<file path="src/hw/rtl/wsd_pkg.sv">
`timescale 1ns / 1ps
package wsd_pkg;

   // Sample and result field width (Q8.8).
   localparam int SAMPLE_W = 16;
   // Default ring length.
   localparam int DEFAULT_WINDOW = 32;
   // Threshold after reset: 0.25 in Q8.8.
   localparam logic [SAMPLE_W-1:0] THRESHOLD_RESET = 16'd64;
   // Operand width of the shared multiplier.
   localparam int MUL_W = 16;

   typedef enum logic [2:0] {
      ST_IDLE,
      ST_SWEEP,
      ST_DRAIN,
      ST_CALC,
      ST_START,
      ST_ROOT,
      ST_OUT
   } ctrl_state_type;

   typedef enum logic [1:0] {
      RT_IDLE,
      RT_SQRT,
      RT_DIV
   } root_state_type;

   typedef enum logic [1:0] {
      MUL_NONE,
      MUL_LL,
      MUL_LH,
      MUL_HH
   } mul_op_type;

   typedef enum logic [2:0] {
      DST_NONE,
      DST_S2,
      DST_LL,
      DST_LH,
      DST_HH
   } prod_dst_type;

   // Sequencer commands to the arithmetic datapath.
   typedef struct packed {
      logic       clear;
      logic       acc;
      mul_op_type mul_op;
      logic       diff;
   } arith_ctl_type;

endpackage

</file>
<file path="src/hw/rtl/window_std_deviation_steady_detect.sv">
`timescale 1ns / 1ps
// Channel   Direction  Payload
// req_      in         tdata[15:0] speed_sample; tuser[0] stopped
// rsp_      out        tdata[15:0] deviation; tuser[0] result_valid, tuser[1] steady
// csr_      in         csr_wr_data[15:0] steady_threshold, written when csr_wr_en
//
// A request that yields a valid deviation takes these steps: one store read per cycle
// through the shared multiplier, then the squared-sum partial products in it,
// one root digit per cycle in the trial subtractor, then one reciprocal multiply.
// Other requests go straight to the output register.
// Reset is synchronous; the ring contents are kept, index and fill flag are cleared.
// A result waits in the output register; the next request is taken meanwhile.
module window_std_deviation_steady_detect #(
   parameter int WINDOW_LENGTH = wsd_pkg::DEFAULT_WINDOW
) (
   input  logic                         clock,
   input  logic                         reset,
   input  logic                         req_tvalid,
   output logic                         req_tready,
   input  logic [wsd_pkg::SAMPLE_W-1:0] req_tdata,   // [15:0] speed_sample
   input  logic [0:0]                   req_tuser,   // [0] stopped
   output logic                         rsp_tvalid,
   input  logic                         rsp_tready,
   output logic [wsd_pkg::SAMPLE_W-1:0] rsp_tdata,   // [15:0] deviation
   output logic [1:0]                   rsp_tuser,   // [0] result_valid, [1] steady
   input  logic                         csr_wr_en,
   input  logic [wsd_pkg::SAMPLE_W-1:0] csr_wr_data
);
   import wsd_pkg::*;

   localparam int AW = $clog2(WINDOW_LENGTH);
   localparam int DW = 2 * (SAMPLE_W + AW);

   arith_ctl_type       arith_ctl;
   logic                st_wr_en;
   logic [AW-1:0]       st_wr_addr;
   logic                st_rd_en;
   logic [AW-1:0]       st_rd_addr;
   logic [SAMPLE_W-1:0] rd_data;
   logic [DW-1:0]       d_val;
   logic                root_start;
   logic                root_done;
   logic [SAMPLE_W-1:0] quot;
   logic                out_load;
   logic                out_valid;
   logic [SAMPLE_W-1:0] thr_ff;
   logic                rsp_valid_ff;
   logic [SAMPLE_W-1:0] rsp_dev_ff;
   logic [1:0]          rsp_flag_ff;
   logic [SAMPLE_W-1:0] dev_in;

   wsd_ctrl #(
      .WINDOW_LENGTH(WINDOW_LENGTH),
      .AW           (AW)
   ) u_ctrl (
      .clock      (clock),
      .reset      (reset),
      .req_valid  (req_tvalid),
      .req_stopped(req_tuser[0]),
      .req_ready  (req_tready),
      .st_wr_en   (st_wr_en),
      .st_wr_addr (st_wr_addr),
      .st_rd_en   (st_rd_en),
      .st_rd_addr (st_rd_addr),
      .arith_ctl  (arith_ctl),
      .root_start (root_start),
      .root_done  (root_done),
      .rsp_full   (rsp_valid_ff),
      .rsp_ready  (rsp_tready),
      .out_load   (out_load),
      .out_valid  (out_valid)
   );

   wsd_store #(
      .DEPTH(WINDOW_LENGTH),
      .AW   (AW)
   ) u_store (
      .clock  (clock),
      .wr_en  (st_wr_en),
      .wr_addr(st_wr_addr),
      .wr_data(req_tdata),
      .rd_en  (st_rd_en),
      .rd_addr(st_rd_addr),
      .rd_data(rd_data)
   );

   wsd_arith #(
      .WINDOW_LENGTH(WINDOW_LENGTH),
      .DW           (DW)
   ) u_arith (
      .clock  (clock),
      .reset  (reset),
      .ctl    (arith_ctl),
      .rd_data(rd_data),
      .d_out  (d_val)
   );

   wsd_root #(
      .WINDOW_LENGTH(WINDOW_LENGTH),
      .DW           (DW)
   ) u_root (
      .clock(clock),
      .reset(reset),
      .start(root_start),
      .d_in (d_val),
      .done (root_done),
      .quot (quot)
   );

   // Threshold register.
   always_ff @(posedge clock) begin
      if (reset) begin
         thr_ff <= THRESHOLD_RESET;
      end else if (csr_wr_en) begin
         thr_ff <= csr_wr_data;
      end
   end

   // Drop the deviation for a suppressed result.
   assign dev_in = out_valid ? quot : '0;

   // Output register: load a finished result, hold it until taken.
   always_ff @(posedge clock) begin
      if (reset) begin
         rsp_valid_ff <= 1'b0;
      end else if (out_load) begin
         rsp_valid_ff <= 1'b1;
      end else if (rsp_tready) begin
         rsp_valid_ff <= 1'b0;
      end
   end

   always_ff @(posedge clock) begin
      if (out_load) begin
         rsp_dev_ff  <= dev_in;
         rsp_flag_ff <= {out_valid && (dev_in < thr_ff), out_valid};
      end
   end

   assign rsp_tvalid = rsp_valid_ff;
   assign rsp_tdata  = rsp_dev_ff;
   assign rsp_tuser  = rsp_flag_ff;

endmodule

</file>
<file path="src/hw/rtl/wsd_store.sv">
`timescale 1ns / 1ps
module wsd_store #(
   parameter int DEPTH = wsd_pkg::DEFAULT_WINDOW,
   parameter int AW    = $clog2(DEPTH)
) (
   input  logic                         clock,
   input  logic                         wr_en,
   input  logic [AW-1:0]                wr_addr,
   input  logic [wsd_pkg::SAMPLE_W-1:0] wr_data,
   input  logic                         rd_en,
   input  logic [AW-1:0]                rd_addr,
   output logic [wsd_pkg::SAMPLE_W-1:0] rd_data
);
   import wsd_pkg::*;

   logic [SAMPLE_W-1:0] mem_ff [DEPTH];
   logic [SAMPLE_W-1:0] rd_data_ff;

   // Write the new sample, register the read word.
   always_ff @(posedge clock) begin
      if (wr_en) begin
         mem_ff[wr_addr] <= wr_data;
      end
      if (rd_en) begin
         rd_data_ff <= mem_ff[rd_addr];
      end
   end

   assign rd_data = rd_data_ff;

endmodule

</file>
<file path="src/hw/rtl/wsd_arith.sv">
`timescale 1ns / 1ps
module wsd_arith #(
   parameter int WINDOW_LENGTH = wsd_pkg::DEFAULT_WINDOW,
   parameter int DW            = 2 * (wsd_pkg::SAMPLE_W + $clog2(WINDOW_LENGTH))
) (
   input  logic                         clock,
   input  logic                         reset,
   input  wsd_pkg::arith_ctl_type       ctl,
   input  logic [wsd_pkg::SAMPLE_W-1:0] rd_data,
   output logic [DW-1:0]                d_out
);
   import wsd_pkg::*;

   localparam int IW   = $clog2(WINDOW_LENGTH);
   localparam int S1W  = SAMPLE_W + IW;
   localparam int S2W  = 2 * SAMPLE_W + IW;
   localparam int HALF = (S1W + 1) / 2;
   localparam int HIW  = S1W - HALF;
   localparam int PW   = 2 * MUL_W;
   localparam logic [DW-1:0] W_D = DW'(WINDOW_LENGTH);

   logic [S1W-1:0]   s1_ff;
   logic [S2W-1:0]   s2_ff;
   logic [DW-1:0]    sq_ff;
   logic [DW-1:0]    d_ff;
   logic [PW-1:0]    prod_ff;
   logic [PW-1:0]    prod_in;
   prod_dst_type     dst_ff;
   prod_dst_type     dst_in;
   logic [MUL_W-1:0] mul_a;
   logic [MUL_W-1:0] mul_b;
   logic [HALF-1:0]  s1_lo;
   logic [HIW-1:0]   s1_hi;
   logic [DW-1:0]    prod_ext;
   logic [DW-1:0]    d_in;

   assign s1_lo    = s1_ff[HALF-1:0];
   assign s1_hi    = s1_ff[S1W-1:HALF];
   assign prod_ext = DW'(prod_ff);

   // Pick the multiplier operands: sample squares during the sweep,
   // then the partial products of the squared sum.
   always_comb begin
      case (ctl.mul_op)
         MUL_LL: begin
            mul_a  = MUL_W'(s1_lo);
            mul_b  = MUL_W'(s1_lo);
            dst_in = DST_LL;
         end
         MUL_LH: begin
            mul_a  = MUL_W'(s1_lo);
            mul_b  = MUL_W'(s1_hi);
            dst_in = DST_LH;
         end
         MUL_HH: begin
            mul_a  = MUL_W'(s1_hi);
            mul_b  = MUL_W'(s1_hi);
            dst_in = DST_HH;
         end
         default: begin
            mul_a  = MUL_W'(rd_data);
            mul_b  = MUL_W'(rd_data);
            dst_in = ctl.acc ? DST_S2 : DST_NONE;
         end
      endcase
   end

   assign prod_in = PW'(mul_a) * PW'(mul_b);

   // Scale the sum of squares by the window length (constant) and subtract.
   assign d_in = (DW'(s2_ff) * W_D) - sq_ff;

   // Tag of the registered product.
   always_ff @(posedge clock) begin
      if (reset || ctl.clear) begin
         dst_ff <= DST_NONE;
      end else begin
         dst_ff <= dst_in;
      end
   end

   // Accumulate sums; fold the registered product into its destination.
   always_ff @(posedge clock) begin
      prod_ff <= prod_in;
      if (ctl.clear) begin
         s1_ff <= '0;
         s2_ff <= '0;
         sq_ff <= '0;
      end else begin
         if (ctl.acc) begin
            s1_ff <= s1_ff + S1W'(rd_data);
         end
         case (dst_ff)
            DST_S2: s2_ff <= s2_ff + S2W'(prod_ff);
            DST_LL: sq_ff <= sq_ff + prod_ext;
            DST_LH: sq_ff <= sq_ff + (prod_ext << (HALF + 1));
            DST_HH: sq_ff <= sq_ff + (prod_ext << (2 * HALF));
            default: begin
            end
         endcase
      end
      if (ctl.diff) begin
         d_ff <= d_in;
      end
   end

   assign d_out = d_ff;

endmodule

</file>
<file path="src/hw/rtl/wsd_root.sv">
`timescale 1ns / 1ps
module wsd_root #(
   parameter int WINDOW_LENGTH = wsd_pkg::DEFAULT_WINDOW,
   parameter int DW            = 2 * (wsd_pkg::SAMPLE_W + $clog2(WINDOW_LENGTH))
) (
   input  logic                         clock,
   input  logic                         reset,
   input  logic                         start,
   input  logic [DW-1:0]                d_in,
   output logic                         done,
   output logic [wsd_pkg::SAMPLE_W-1:0] quot
);
   import wsd_pkg::*;

   localparam int IW   = $clog2(WINDOW_LENGTH);
   localparam int RW   = DW / 2;
   localparam int RMW  = RW + 2;
   localparam int SUBW = RMW + 2;
   localparam int CW   = $clog2(RW);
   localparam int RCW  = RW + 1;
   localparam int SH   = RW + IW;
   localparam int PRW  = RW + RCW;
   localparam logic [CW-1:0] STEP_LAST = CW'(RW - 1);
   // Window length reciprocal, rounded up and scaled by 2^SH; exact for any RW-bit root.
   localparam logic [63:0] RECIP_WIDE =
      ((64'd1 << SH) + 64'(WINDOW_LENGTH) - 64'd1) / 64'(WINDOW_LENGTH);
   localparam logic [RCW-1:0] RECIP = RCW'(RECIP_WIDE);

   root_state_type state_ff;
   root_state_type state_in;
   logic [CW-1:0]  cnt_ff;
   logic [DW-1:0]  rad_ff;
   logic [RMW-1:0] rem_ff;
   logic [RW-1:0]  root_ff;
   logic           done_ff;
   logic [SAMPLE_W-1:0] quot_ff;
   logic [SUBW-1:0] op_a;
   logic [SUBW-1:0] op_b;
   logic [SUBW-1:0] diff;
   logic [PRW-1:0] scaled;
   logic           fits;
   logic           div_phase;
   logic           stepping;
   logic           last_step;

   // Next state.
   always_comb begin
      state_in = state_ff;
      case (state_ff)
         RT_IDLE: begin
            if (start) begin
               state_in = RT_SQRT;
            end
         end
         RT_SQRT: begin
            if (last_step) begin
               state_in = RT_DIV;
            end
         end
         RT_DIV: state_in = RT_IDLE;
         default: state_in = RT_IDLE;
      endcase
   end

   // Phase decode.
   always_comb begin
      div_phase = (state_ff == RT_DIV);
      stepping  = (state_ff == RT_SQRT);
      last_step = stepping && (cnt_ff == STEP_LAST);
   end

   // Trial subtractor: one root digit per step.
   always_comb begin
      op_a = {rem_ff, rad_ff[DW-1 -: 2]};
      op_b = SUBW'({root_ff, 2'b01});
      diff = op_a - op_b;
      fits = (op_a >= op_b);
   end

   // Divide the root by the window length through the constant reciprocal.
   assign scaled = PRW'(root_ff) * PRW'(RECIP);

   always_ff @(posedge clock) begin
      if (reset) begin
         state_ff <= RT_IDLE;
         done_ff  <= 1'b0;
      end else begin
         state_ff <= state_in;
         done_ff  <= div_phase;
      end
   end

   // Load the radicand, then shift one digit per cycle.
   always_ff @(posedge clock) begin
      if (start && (state_ff == RT_IDLE)) begin
         rad_ff  <= d_in;
         rem_ff  <= '0;
         root_ff <= '0;
         cnt_ff  <= '0;
      end else if (stepping) begin
         rad_ff  <= rad_ff << 2;
         root_ff <= {root_ff[RW-2:0], fits};
         cnt_ff  <= last_step ? '0 : cnt_ff + 1'b1;
         rem_ff  <= fits ? diff[RMW-1:0] : op_a[RMW-1:0];
      end
      // Capture the scaled quotient once the root is complete.
      if (div_phase) begin
         quot_ff <= scaled[SH +: SAMPLE_W];
      end
   end

   assign done = done_ff;
   assign quot = quot_ff;

endmodule

</file>
<file path="src/hw/rtl/wsd_ctrl.sv">
`timescale 1ns / 1ps
module wsd_ctrl #(
   parameter int WINDOW_LENGTH = wsd_pkg::DEFAULT_WINDOW,
   parameter int AW            = $clog2(WINDOW_LENGTH)
) (
   input  logic                   clock,
   input  logic                   reset,
   input  logic                   req_valid,
   input  logic                   req_stopped,
   output logic                   req_ready,
   output logic                   st_wr_en,
   output logic [AW-1:0]          st_wr_addr,
   output logic                   st_rd_en,
   output logic [AW-1:0]          st_rd_addr,
   output wsd_pkg::arith_ctl_type arith_ctl,
   output logic                   root_start,
   input  logic                   root_done,
   input  logic                   rsp_full,
   input  logic                   rsp_ready,
   output logic                   out_load,
   output logic                   out_valid
);
   import wsd_pkg::*;

   localparam logic [AW-1:0] IDX_LAST = AW'(WINDOW_LENGTH - 1);
   localparam logic [2:0] CALC_LL   = 3'd0;
   localparam logic [2:0] CALC_LH   = 3'd1;
   localparam logic [2:0] CALC_HH   = 3'd2;
   localparam logic [2:0] CALC_DIFF = 3'd4;

   ctrl_state_type state_ff;
   ctrl_state_type state_in;
   logic [AW-1:0]  wr_idx_ff;
   logic           full_ff;
   logic [AW-1:0]  cnt_ff;
   logic [2:0]     step_ff;
   logic           valid_ff;
   logic           rd_pend_ff;
   logic           accept;
   logic           wr_last;
   logic           valid_now;

   assign accept    = (state_ff == ST_IDLE) && req_valid;
   assign wr_last   = (wr_idx_ff == IDX_LAST);
   assign valid_now = (full_ff || wr_last) && !req_stopped;

   // Next state.
   always_comb begin
      state_in = state_ff;
      case (state_ff)
         ST_IDLE: begin
            if (req_valid) begin
               state_in = valid_now ? ST_SWEEP : ST_OUT;
            end
         end
         ST_SWEEP: begin
            if (cnt_ff == IDX_LAST) begin
               state_in = ST_DRAIN;
            end
         end
         ST_DRAIN: state_in = ST_CALC;
         ST_CALC: begin
            if (step_ff == CALC_DIFF) begin
               state_in = ST_START;
            end
         end
         ST_START: state_in = ST_ROOT;
         ST_ROOT: begin
            if (root_done) begin
               state_in = ST_OUT;
            end
         end
         ST_OUT: begin
            if (!rsp_full || rsp_ready) begin
               state_in = ST_IDLE;
            end
         end
         default: state_in = ST_IDLE;
      endcase
   end

   // Outputs.
   always_comb begin
      req_ready        = (state_ff == ST_IDLE);
      st_wr_en         = accept;
      st_wr_addr       = wr_idx_ff;
      st_rd_en         = (state_ff == ST_SWEEP);
      st_rd_addr       = cnt_ff;
      arith_ctl.clear  = accept;
      arith_ctl.acc    = rd_pend_ff;
      arith_ctl.diff   = (state_ff == ST_CALC) && (step_ff == CALC_DIFF);
      arith_ctl.mul_op = MUL_NONE;
      if (state_ff == ST_CALC) begin
         case (step_ff)
            CALC_LL: arith_ctl.mul_op = MUL_LL;
            CALC_LH: arith_ctl.mul_op = MUL_LH;
            CALC_HH: arith_ctl.mul_op = MUL_HH;
            default: arith_ctl.mul_op = MUL_NONE;
         endcase
      end
      root_start = (state_ff == ST_START);
      out_load   = (state_ff == ST_OUT) && (!rsp_full || rsp_ready);
      out_valid  = valid_ff;
   end

   // Control registers: ring index, fill flag, read pipeline tag.
   always_ff @(posedge clock) begin
      if (reset) begin
         state_ff   <= ST_IDLE;
         wr_idx_ff  <= '0;
         full_ff    <= 1'b0;
         rd_pend_ff <= 1'b0;
      end else begin
         state_ff   <= state_in;
         rd_pend_ff <= (state_ff == ST_SWEEP);
         if (accept) begin
            wr_idx_ff <= wr_last ? '0 : wr_idx_ff + 1'b1;
            full_ff   <= full_ff || wr_last;
         end
      end
   end

   // Sweep address and calculation step counters.
   always_ff @(posedge clock) begin
      if (accept) begin
         cnt_ff   <= '0;
         valid_ff <= valid_now;
      end else if (state_ff == ST_SWEEP) begin
         cnt_ff <= cnt_ff + 1'b1;
      end
      if (state_ff == ST_DRAIN) begin
         step_ff <= '0;
      end else if (state_ff == ST_CALC) begin
         step_ff <= step_ff + 1'b1;
      end
   end

endmodule

</file>
<file path="config.mk">
export PLATFORM = sky130hd
export DESIGN_NAME = window_std_deviation_steady_detect
export DESIGN_NICKNAME = d
export VERILOG_FILES = /design/src/hw/rtl/wsd_pkg.sv /design/src/hw/rtl/window_std_deviation_steady_detect.sv /design/src/hw/rtl/wsd_store.sv /design/src/hw/rtl/wsd_arith.sv /design/src/hw/rtl/wsd_root.sv /design/src/hw/rtl/wsd_ctrl.sv
export SDC_FILE = /design/constraint.sdc
export NUM_CORES = 2
export LEC_CHECK = 0
export ABC_AREA = 1
export BUFFER_PORTS_ARGS = -buffer_cell sky130_fd_sc_hd__clkbuf_2
export CELL_PAD_IN_SITES_DETAIL_PLACEMENT = 1
export CELL_PAD_IN_SITES_GLOBAL_PLACEMENT = 2
export CORE_MARGIN = 1
export CORE_UTILIZATION = 28
export DETAILED_ROUTE_END_ITERATION = 10
export PLACE_DENSITY = 0.61
export SYNTH_ARGS = -nofsm -noshare
export SYNTH_HDL_FRONTEND = slang
export SYNTH_SLANG_ARGS = --single-unit
</file>
<file path="constraint.sdc">
create_clock -name clock -period 8.3 [get_ports clock]
set_input_delay 1.245 -clock clock [delete_from_list [all_inputs] [get_ports clock]]
set_output_delay 1.245 -clock clock [all_outputs]
set_load 0.1 [all_outputs]
</file>
==> out/qor.txt <==
Outcome: complete, no violations
Iter 0 DRT Violations: 2479
Die Footprint: 201000 um^2
IO Pins: 58
Synthesized Nets: 7190
Final Max Slew Viols: 0
Share of cells above drive strength 1: 6.00%
WL/cell: 21.7 um
Element type at the critical path start: flop
Initial antenna violation count: 20
Critical-path maximum fanout: 8
Synth Area per Inst: 8.40 um^2
Core Rows: 163
Starting Density: 28.2%
Clock Root Buffer: clkbuf_16
Skew-Pair Late Insertion Delay: 0.78 ns
Synth-to-Final Area Change: 12.5%
Core box area: 197000 um^2
Sequential area share after synthesis: 42.9%
DR pass1 iterations: 5
CP peak stage delay: 0.53 ns
Maximum buffer depth of the clock tree: 3
Crit-path most repeated cell: inv_1
Commonest non-fill, non-tap cells in the layout: nand2_1, inv_1, nor2_1, edfxtp_1, o21ai_0
GPL Wtd Cong: 0.842
Final net count: 7240
Fraction of registers with async set/reset: 0%
Gr ovfl total: 0
Post-synthesis compound-gate area fraction: 12.7%
Slew of the pin with the lowest slew margin: 1.21 ns
Largest net degree at the start of global routing: 104
Routed Antenna Nets: 0
Mapped cell area: 55600 um^2
CTS Sinks: 869
Final TNS setup: 0 ns
Via count: 45900
Buffers on Ports: 57
Commonest non-fill, non-tap cell in the layout: nand2_1
Max-slew headroom at the worst pin: 19.2%
Top FF cell, synth: edfxtp_1
Crit path time final: 7.67 ns
Synth Instances: 6626
CTS Buf Count: 104
Mux cell area share after synthesis: 0%
Synth Area in XOR/XNOR: 1.87%
Vias per cell: 4.87
CTS tree: done
Final period utilization: 92.4%
Synth Area in Simple Gates: 19.8%
Ys Warns: 0
Clk slew on worst S/H paths: 0.08 ns
Critical Path Sink Type: flop
Die Height: 448 um
FF+latch count, synth: 869
Vias in the first global route: 47500
DIE WIDTH: 448 um
Layout Skew: 0.110 ns
Tightest Hold Check Type: reg -> reg
Routed wire length: 204000 um
Final Setup Violations: 0
Crit Path Category: reg -> reg
Largest family of logic cells by synthesized area: simple AND/OR/NAND/NOR gates
Max Fclk: 130 MHz
Detailed Place HPWL: 152000 um
Final Hold Fails: 0
First-pass GRT wire length: 306000 um
Gr usage total: 20.3%
Adder-cell share of the synthesized area: 14.5%
Critical path required time: 8.93 ns
Unique masters post-synth: 64
DRC Markers: 0
RSZ-0062 raised after global routing: false
Post-synth EDFFs: 647
# Max-Cap Violations: 0
Slowest cell on crit path: fa_1
H-tree levels: 3
Crit path DAT: 8.30 ns
## worst paths after layout
kind,startpoint,end,slack (ns),cells after the start
max reg2reg,u_ctrl.state_ff[0],u_arith.prod_ff[26],0.63,35
min,u_ctrl.full_ff,u_ctrl.full_ff,0.46,2
max,u_ctrl.state_ff[0],u_arith.prod_ff[26],0.63,35
min reg2reg,u_ctrl.full_ff,u_ctrl.full_ff,0.46,2
## area by class of cell
cell class | count | area, um^2
tap | 2640 | 3300
clock inverter | 59 | 683
clock buffer | 133 | 2790
sequential | 869 | 23900
fill | 23400 | 135000
multi-input combinational | 4563 | 27300
antenna | 4 | 10.0
timing repair buffer | 128 | 818
inverter | 1010 | 3800
## kinds of logic (layout without fill, tap and decap cells)
logic type                 after synthesis  in the layout
AOI/OAI and AO/OA                     1235           1235
xor gates and xnor gates               119            119
adders and majority gates              526            526
buffers and inverters                 1194           1330
DFF                                    869            869
other                                    0              4
and+or+nand+nor                       2683           2683
## registers in the layout, indices dropped and copies added (netlist names), 21 cells and up
name and cells:
u_arith.s1_ff 21, u_arith.prod_ff 32, u_arith.d_out 42, u_root.rad_ff 42
u_arith.s2_ff 37, u_arith.sq_ff 42, u_store.mem_ff 512, u_root.root_ff 21
u_root.rem_ff 23
## routing by layer
metal	vias to the layer above	track usage, %	part of all wire [%]
met5	-	0	0.0059
met4	2	5.24	2.6
met3	201	2.69	4.2
met2	749	31.9	44
met1	22800	29.2	49
li1	22100	-	-
## stage by stage
| stage | instance area (um^2) | utilization (%) | instances | hold WS (ns) | setup WS, ns |
|---|---|---|---|---|---|
| finish | 62600 | 31.7 | 9406 | 0.455 | 0.630 |
| global route | 62600 | 31.7 | 9403 | 0.473 | 0.127 |
| CTS | 62600 | 31.7 | 9402 | 0.453 | 0.375 |
| detailed placement | 59100 | 29.9 | 9210 | 0.444 | 0.451 |
| global placement | 59100 | 29.9 | 9210 | 0.439 | 0.460 |
| floorplan | 55600 | - | 6626 | 0.424 | 1.41 |
## synthesized netlist by cell type (50+ instances only)
cell type,instances,area share [%]
o21bai_1,50,0.67
ha_1,328,7.4
o221ai_1,78,1.2
nor2_1,850,5.7
buf_2,52,0.47
nor3_1,52,0.47
nand2_1,1352,9.1
edfxtp_1,647,35
xor2_1,79,1.2
dfxtp_1,222,8.0
fa_1,198,7.1
o22ai_1,64,0.72
inv_1,987,6.7
nand3_1,289,2.6
clkbuf_1,116,0.78
a21oi_1,322,2.9
o21ai_0,527,4.7
## worst max-delay path, delay by kind of cell, from the launching register on
kind,cells,cell delay (ns)
AND/OR/NAND/NOR,8,1.00
flip-flops,1,0.37
adder cells (fa/ha/maj),8,3.27
XOR/XNOR,1,0.13
AO/OA/AOI/OAI,6,1.60
buffers and inverters,12,1.17
## timing repair
action | in CTS | in global routing
hold buffers | 0 | 0
buffers inserted | 0 | 0
gates resized for setup | 0 | 10
setup endpoints to repair | 0 | 13
Power is left out: the tool's default activity adds up to more than one toggle a clock period on the data nets, which glitch-free logic cannot reach.
